**src/rtl/core/hfv_ram.sv**
```systemverilog
`default_nettype none
module hfv_ram #(
  parameter int Depth = 128,
  parameter int Aw = 7
) (
  input  wire logic          clk_i,
  input  wire logic          we_i,
  input  wire logic [Aw-1:0] waddr_i,
  input  wire logic [7:0]    wdata_i,
  input  wire logic [Aw-1:0] raddr_i,
  output logic [7:0]         rdata_o
);
  logic [7:0] mem_q [Depth];
  always_ff @(posedge clk_i) begin
    if (we_i) mem_q[waddr_i] <= wdata_i;
    rdata_o <= mem_q[raddr_i];
  end
endmodule
`default_nettype wire

```
**config.mk**
```make
export PLATFORM = sky130hd
export DESIGN_NAME = hfv_ram
export DESIGN_NICKNAME = d
export VERILOG_FILES = /design/src/rtl/core/hfv_ram.sv
export SDC_FILE = /design/constraint.sdc
export NUM_CORES = 1
export LEC_CHECK = 0
export ABC_AREA = 1
export BUFFER_PORTS_ARGS = -buffer_cell sky130_fd_sc_hd__buf_4
export CAP_MARGIN = 20
export CELL_PAD_IN_SITES_DETAIL_PLACEMENT = 0
export CELL_PAD_IN_SITES_GLOBAL_PLACEMENT = 1
export CORE_ASPECT_RATIO = 1.75
export CORE_UTILIZATION = 47
export DETAILED_ROUTE_END_ITERATION = 12
export PLACE_DENSITY = 0.84
export SYNTH_ARGS = -nofsm -noshare
export SYNTH_HDL_FRONTEND = slang
export SYNTH_SLANG_ARGS = --single-unit
```
**constraint.sdc**
```tcl
create_clock -name clk_i -period 1.43 [get_ports clk_i]
set_clock_uncertainty 0.1 [all_clocks]
set_input_delay 0.0715 -clock clk_i [delete_from_list [all_inputs] [get_ports clk_i]]
set_output_delay 0.0715 -clock clk_i [all_outputs]
set_load 0.1 [all_outputs]
```
==> impl_summary.txt, run 1 <==
----------------------------------------------------
[Synthesis]
  Flip-flop and latch count after synthesis ... 1,032
  Async set-or-reset flop fraction in the synthesized netlist ... 0%
  Cell with the most instances after synthesis ... nand2_1
  Top cell types by occurrence after synthesis ... nand2_1 (1,215), edfxtp_1 (1,024), nand3_1 (931), nor2_1 (134), buf_2 (121)
  Share of synthesized area occupied by flip-flops and latches ... 73.41%
  Top FF cell, synth ... edfxtp_1
  Area share of the largest cell type after synthesis ... 73.03%
  Number of nets produced by synthesis ... 3,599
  Synth area leaders ... edfxtp_1 (73%), nand3_1 (11%), nand2_1 (11%), buf_2 (1.4%), nor2_1 (1.2%)
  Most area-hungry cell type in the Yosys netlist ... edfxtp_1
  Mean instance size in the synthesized netlist ... 11.78 um^2
  Synth cell types ... 14
  Total number of yosys warnings ... 0
  Post-synth EDFFs ... 1,024
  Combined area of all synthesized cells ... 42,100 um^2
  Post-synthesis cell count ... 3,575

[Power and ir drop]
  Cell leakage power ... 0.01868 uW
  Peak supply drop ... 1.108 mV
  Pwr Total ... 63,680 uW
  Pwr Density ... 1246 nW/um^2

[Floorplanning]
  DIE HEIGHT ... 397.9 um
  I/O pins ... 32
  Num rows ... 144
  Initial core utilization ... 47.59%
  Area enclosed by the die boundary ... 90,830 um^2
  Chip Width ... 228.3 um
  Core footprint ... 88,460 um^2

[STA]
  Total setup violations reported at the end of the flow ... 4
  Worst Max-Slew Pin Slew ... 0.5110 ns
  Post-Route Setup TNS ... -0.1077 ns
  Final Worst Setup Slack ... -0.04330 ns
  Slew Limit Fails ... 0
  RSZ-0062 raised after global routing ... yes
  Count of final hold-check violations ... 8
  Final worst hold slack ... -0.2042 ns
  Highest clock frequency the design can meet ... 678.7 MHz
  Final min period ... 1.473 ns
  Period utilization ... 103.0%
  Relative slew slack ... 65.93%

[Global routing]
  Antenna violations before repair ... 2
  Combined global-route utilization of all metal layers ... 25.51%
  First-pass GRT wire length ... 172,200 um
  Maximum number of pins on one net before global-route repair ... 53
  Via count of the first global-routing pass ... 28,380
  Total gr overflow ... 0

[Route]
  Per-cell via count in the routed design ... 5.581
  Total wire length ... 116,500 um
  Via count ... 28,350
  Drt initial violations ... 2,287
  Length of the first detailed-routing pass in iterations ... 6
  Wire length per cell ... 22.94 um
  Detail Route Antenna Nets ... 0
  Residual DRC ... 0

[Clocking]
  CTS Root Buffer Type ... clkbuf_16
  Worst-skew pair later-pin latency ... 0.69 ns
  Post-CTS Setup Inserts ... 0
  Cts bufs inserted ... 86
  Clock sink count ... 1,032
  Max H-tree Level ... 3
  CTS clk-pin slew, worst paths ... 0.07 ns
  TritonCTS clock tree ... done
  CTS Buffer Depth ... 3

[Worst hold path]
  Worst hold stages ... 5
  Path type of the worst min-delay path ... in -> reg

[Setup path]
  Type of element capturing the critical path ... flop
  Crit path arrival time ... 1.95 ns
  Largest driver fanout on the critical path ... 1
  Data required time at the worst endpoint ... 1.91 ns
  Sort of element at the start of the critical path ... flop
  Setup Crit Path Kind ... reg -> reg
  Count of cells along the worst register-to-register path ... 10

[Placement]
  Weighted congestion at the end of routability-driven global placement ... 0.9400
  Area post-placement ... 46,370 um^2
  Post-Place Worst Slack ... -0.4679 ns
  Placed wire-length estimate ... 75,660 um
  Port Buffer Count ... 31

[Status]
  Violations in the final reports ... negative hold slack, negative setup slack
  Outcome ... complete, but fails checks

[Finish]
  Post-layout instance area ... 51,120 um^2
  Number of antenna diodes ... 0
  Final layout net count ... 3,862
  Synth-to-layout area growth ... 21.42%
  Fraction of final layout cells sized beyond drive strength 1 ... 21.99%
  Post-Route Utilization ... 57.79%
  Fill cells ... 6,877

[Job]
  Number of maximum-capacitance violations ... 0

----------------------------------------------------
-- cells in the final DEF, fill, tap and decap left out, types with 2 or more instances in the layout --
| cell type | instances |
|---|---|
| nand3_1 | 699 |
| nor3_2 | 2 |
| clkinv_1 | 12 |
| nor3_1 | 6 |
| nor2_2 | 5 |
| nand3_4 | 15 |
| nand3_2 | 217 |
| nand2_1 | 1140 |
| bufinv_16 | 14 |
| inv_1 | 20 |
| clkinvlp_4 | 7 |
| clkinv_2 | 23 |
| dfxtp_2 | 4 |
| nor2_1 | 129 |
| inv_8 | 2 |
| buf_6 | 2 |
| dlygate4sd3_1 | 11 |
| nand2_2 | 59 |
| nand2_4 | 16 |
| dfxtp_4 | 4 |
| inv_6 | 5 |
| clkbuf_16 | 89 |
| edfxtp_1 | 1024 |
| clkbuf_1 | 10 |
| buf_12 | 99 |
| buf_4 | 292 |
-- worst max-delay path: stages, from the launching register on --
cell and delay, ns:
edfxtp_1 0.38, nand2_1 0.10, nand3_1 0.11, nand3_2 0.12, nand3_4 0.11, nand2_4 0.11, nand2_2 0.06, nand3_2 0.09
nand2_2 0.07, nand2_2 0.08, nand2_1 0.06
-- path summary, 6_finish.rpt --
kind                                start                  to  slack (ns)
setup reg to reg  mem_q[121][0]$_DFFE_PP_  rdata_o[0]$_DFF_P_       -0.04
hold reg to reg    mem_q[22][1]$_DFFE_PP_  rdata_o[1]$_DFF_P_        0.84
setup / recovery  mem_q[121][0]$_DFFE_PP_  rdata_o[0]$_DFF_P_       -0.04
hold / removal                 raddr_i[5]  rdata_o[1]$_DFF_P_       -0.20
-- cell type report --
type	instances	area (um^2)	area share [%]
clock inverter	62	688.2	1.346
clock buffer	99	2265	4.430
tap	1168	1461	2.859
timing repair buffer	406	4335	8.480
multi-input combinational	2288	11330	22.16
inverter	24	116.4	0.2276
sequential	1032	30930	60.50
-- power by group --
group	leakage, uW	internal, uW	switching, uW
combinational	0.00796	1750	3680
clock	0.00144	14000	10800
sequential	0.00927	33400	70.8
total	0.0187	49100	14600
-- flip-flops by register name (all words and copies together) (netlist names) --
name	flops
mem_q	1024
rdata_o	8
-- kinds of logic after synthesis --
kind of cell	Yosys count	synth area share [%]
and+or+nand+nor	2288	23.19
buffers and inverters	255	3.400
DFF	1032	73.41
-- what timing repair did --
item                                    in CTS  in global routing
hold buffers                                10                  1
resized for setup                          156                225
endpoints found under the setup margin      16                220
endpoints found under the hold margin      965                  8
pin swaps                                   39                139
cloned                                       0                  0
-- stage by stage --
stage / cells / hold slack, ns
4_1_cts: 5078 / -0.3909
5_1_grt: 5079 / -0.2067
3_3_place_gp: 4907 / 0.3228
3_5_place_dp: 4907 / 0.3223
2_1_floorplan: 3575 / 0.07037
6_report: 5079 / -0.2042
-- routing by layer --
layer	vias up	wire length, um	track usage (%)
li1	13090	-	-
met3	306	6740	3.401
met5	-	11	0
met2	1084	61780	46.34
met4	2	7155	16.32
met1	13860	40820	28.01
Power figures use the tool's default switching activity.
==> run 2, diff against run 1 <==
==> constraint.sdc (replaced) <==
create_clock -name clk_i -period 1.43 [get_ports clk_i]
set_clock_uncertainty 0.1 [all_clocks]
set_input_delay 0.2145 -clock clk_i [delete_from_list [all_inputs] [get_ports clk_i]]
set_output_delay 0.2145 -clock clk_i [all_outputs]
set_load 0.1 [all_outputs]
==> impl_summary.txt, run 2 (synthesis gave the netlist of run 1 again) <==
----------------------------------------------------
[Job]
  Number of maximum-capacitance violations ... 0 (unchanged)

[Finish]
  Post-Route Utilization ... 57.58% (was 57.79%)
  Fraction of final layout cells sized beyond drive strength 1 ... 22.06% (was 21.99%)
  Largest registers ... mem_q x1024, rdata_o x8 (unchanged)
  Top library cells by usage in the layout, fill and taps aside ... nand2_1 (1,128), edfxtp_1 (1,024), nand3_1 (711) (was nand2_1 (1,140), edfxtp_1 (1,024), nand3_1 (699))
  Largest register FFs ... 1,024 (unchanged)
  Final Instance Count excl. Fillers ... 5,085 (was 5,079)
  Synth-to-layout area growth ... 20.98% (was 21.42%)
  Post-layout instance area ... 50,940 um^2 (was 51,120 um^2)
  Final layout net count ... 3,875 (was 3,862)
  Most common cell after layout, fill and taps aside ... nand2_1 (unchanged)
  Reg with most FFs ... mem_q (unchanged)
  Fill cells ... 6,870 (was 6,877)

[Setup path]
  Critical Path Most Common Cell ... nand2_1 (was nand2_2)
  Setup Crit Path Kind ... reg -> reg (unchanged)
  Slowest cell on crit path ... edfxtp_1 (unchanged)
  Worst Path Buf+Inv ... 0 (unchanged)
  Data required time at the worst endpoint ... 1.86 ns (was 1.91 ns)
  Register-to-register setup slack ... -0.12 ns (was -0.04 ns)
  Critical-path cell list ... nand2_1, nand3_2, nand3_4, nand3_2, nand2_1, nand2_1, nand3_4, nand2_1, nand2_1, nand2_2 (was nand2_1, nand3_1, nand3_2, nand3_4, nand2_4, nand2_2, nand3_2, nand2_2, nand2_2, nand2_1)
  Largest driver fanout on the critical path ... 1 (unchanged)
  Kind of cell adding the most delay to the critical path ... simple AND/OR/NAND/NOR gates (unchanged)
  Type of element capturing the critical path ... flop (unchanged)
  Delay of the slowest critical-path stage ... 0.39 ns (was 0.38 ns)
  Count of cells along the worst register-to-register path ... 10 (unchanged)
  Sort of element at the start of the critical path ... flop (unchanged)
  Crit path arrival time ... 1.99 ns (was 1.95 ns)
  Number of logic stages on the critical path including buffering ... 10 (unchanged)

[Placement]
  Area post-placement ... 46,330 um^2 (was 46,370 um^2)
  Placed wire-length estimate ... 76,010 um (was 75,660 um)
  Placed Cells ... 4,925 (was 4,907)
  Post-Place Worst Slack ... -0.9265 ns (was -0.4679 ns)
  Weighted congestion at the end of routability-driven global placement ... 0.9198 (was 0.9400)
  Port Buffer Count ... 31 (unchanged)

[Global routing]
  Antenna violations before repair ... 0 (was 2)
  Maximum number of pins on one net before global-route repair ... 75 (was 53)
  Total gr overflow ... 0 (unchanged)
  Combined global-route utilization of all metal layers ... 25.49% (was 25.51%)
  First-pass GRT wire length ... 171,500 um (was 172,200 um)
  Via count of the first global-routing pass ... 28,090 (was 28,380)

[Power and ir drop]
  Pwr Total ... 62,750 uW (was 63,680 uW)
  Power dissipated by switching net loads ... 14,370 uW (was 14,580 uW)
  Cell internal power dissipation ... 48,380 uW (was 49,100 uW)
  Combinational power share ... 8.7% (was 8.5%)
  Cell leakage power ... 0.01861 uW (was 0.01868 uW)
  Pwr Density ... 1232 nW/um^2 (was 1246 nW/um^2)
  Register share of total power ... 53.3% (was 52.5%)
  Switching part of the total ... 22.90% (was 22.89%)
  Part of the power in the clock network ... 38.0% (was 39.0%)
  Peak supply drop ... 1.303 mV (was 1.108 mV)

[Floorplanning]
  Initial core utilization ... 47.59% (unchanged)
  Area enclosed by the die boundary ... 90,830 um^2 (unchanged)
  Core footprint ... 88,460 um^2 (unchanged)
  I/O pins ... 32 (unchanged)
  Chip Width ... 228.3 um (unchanged)
  DIE HEIGHT ... 397.9 um (unchanged)
  Num rows ... 144 (unchanged)

[Route]
  Per-cell via count in the routed design ... 5.598 (was 5.581)
  Residual DRC ... 0 (unchanged)
  Length of the first detailed-routing pass in iterations ... 7 (was 6)
  Via count ... 28,470 (was 28,350)
  Wire length per cell ... 22.85 um (was 22.94 um)
  Total wire length ... 116,200 um (was 116,500 um)
  Drt initial violations ... 2,475 (was 2,287)
  Detail Route Antenna Nets ... 0 (unchanged)

[STA]
  RSZ-0062 raised after global routing ... yes (unchanged)
  Period utilization ... 108.7% (was 103.0%)
  Final Worst Setup Slack ... -0.1248 ns (was -0.04330 ns)
  Slew Limit Fails ... 0 (unchanged)
  Highest clock frequency the design can meet ... 643.2 MHz (was 678.7 MHz)
  Relative slew slack ... 56.14% (was 65.93%)
  Count of final hold-check violations ... 0 (was 8)
  Total setup violations reported at the end of the flow ... 16 (was 4)
  Worst Max-Slew Pin Slew ... 0.6579 ns (was 0.5110 ns)
  Final min period ... 1.555 ns (was 1.473 ns)

[Clocking]
  CTS clk-pin slew, worst paths ... 0.07 ns (about the same)
  CTS Buffer Depth ... 3 (unchanged)
  Worst-skew pair later-pin latency ... 0.65 ns (was 0.69 ns)
  TritonCTS clock tree ... done (unchanged)
  Cts bufs inserted ... 82 (was 86)
  CTS Root Buffer Type ... clkbuf_16 (unchanged)
  Max H-tree Level ... 3 (unchanged)
  Clock sink count ... 1,032 (unchanged)

[Worst hold path]
  Worst hold stages ... 6 (was 5)
  Path type of the worst min-delay path ... in -> reg (unchanged)

[Status]
  Outcome ... complete, but fails checks (unchanged)
  Violations in the final reports ... negative setup slack (was negative hold slack, negative setup slack)

----------------------------------------------------
## run 2: cell types whose count changed in the layout (fill, tap and decap cells not counted), sizes merged
cell         previous run  this run
inv                    30        29
clkbuf                100        92
dlygate4sd3            11         9
bufbuf                  0         1
buf                   394       412
diode                   0         1
clkinv                 35        37
bufinv                 14        13
clkinvlp                7         3
## run 2: per-stage QoR
step                hold WS (ns)  TNS, ns
floorplan                 0.2134  -156.28
global placement          0.4871  -418.40
detailed placement        0.4802  -422.68
CTS                      0.08753   -1.503
global route              0.1640   -1.791
finish                    0.1410   -1.328
## run 2: cell type report
type                    instances  area (um^2)  area share (%)
repair buffers                423         4283           8.408
flip-flops and latches       1032        30940           60.74
multi-input cells            2288        11350           22.28
clock buffers                  91         2150           4.220
clock inverters                58        635.6           1.248
well taps                    1168         1461           2.869
diodes                          1        2.502        0.004913
inverters                      24        116.4          0.2284
## run 2: final timing paths
kind | startpoint | endpoint
worst max-delay path | mem_q[97][0]$_DFFE_PP_ | rdata_o[0]$_DFF_P_
worst min-delay path | raddr_i[5] | rdata_o[1]$_DFF_P_
worst max register to register | mem_q[97][0]$_DFFE_PP_ | rdata_o[0]$_DFF_P_
worst min register to register | mem_q[120][1]$_DFFE_PP_ | rdata_o[1]$_DFF_P_
## run 2: power groups by stage
stage                     Clock (uW)  Combinational [uW]  Sequential (uW)
final                          23800                5460            33500
after global routing           24900                5780            33400
after CTS                      24000                5190            33500
after detailed placement           0                4810            34100
after global placement             0                4790            34100
after floorplan                    0                2200            34300
## run 2: per-layer routing
metal  vias to the layer above  track usage (%)  share of wire (%)  wire [um]
met5                         -                0                  0          0
li1                      13130                -                  -          -
met1                     13890            27.67                 35      40140
met2                      1123            46.65                 53      62010
met3                       329            3.172                5.6       6517
met4                         0            16.71                6.5       7499
## run 2: timing repair
item                                    4_1_cts  5_1_grt
hold buffers                                  9        0
gates resized for setup                     208      177
hold endpoints to repair                    126        0
gates cloned                                  1        0
buffers inserted                              0        0
pin swaps                                    31       93
endpoints found under the setup margin       24       16
## run 2: tightest hold or removal path: stages
cell,delay (ns)
buf_4,0.12
buf_4,0.24
nand3_1,0.12
nand2_1,0.05
nand2_1,0.05
nand2_1,0.05
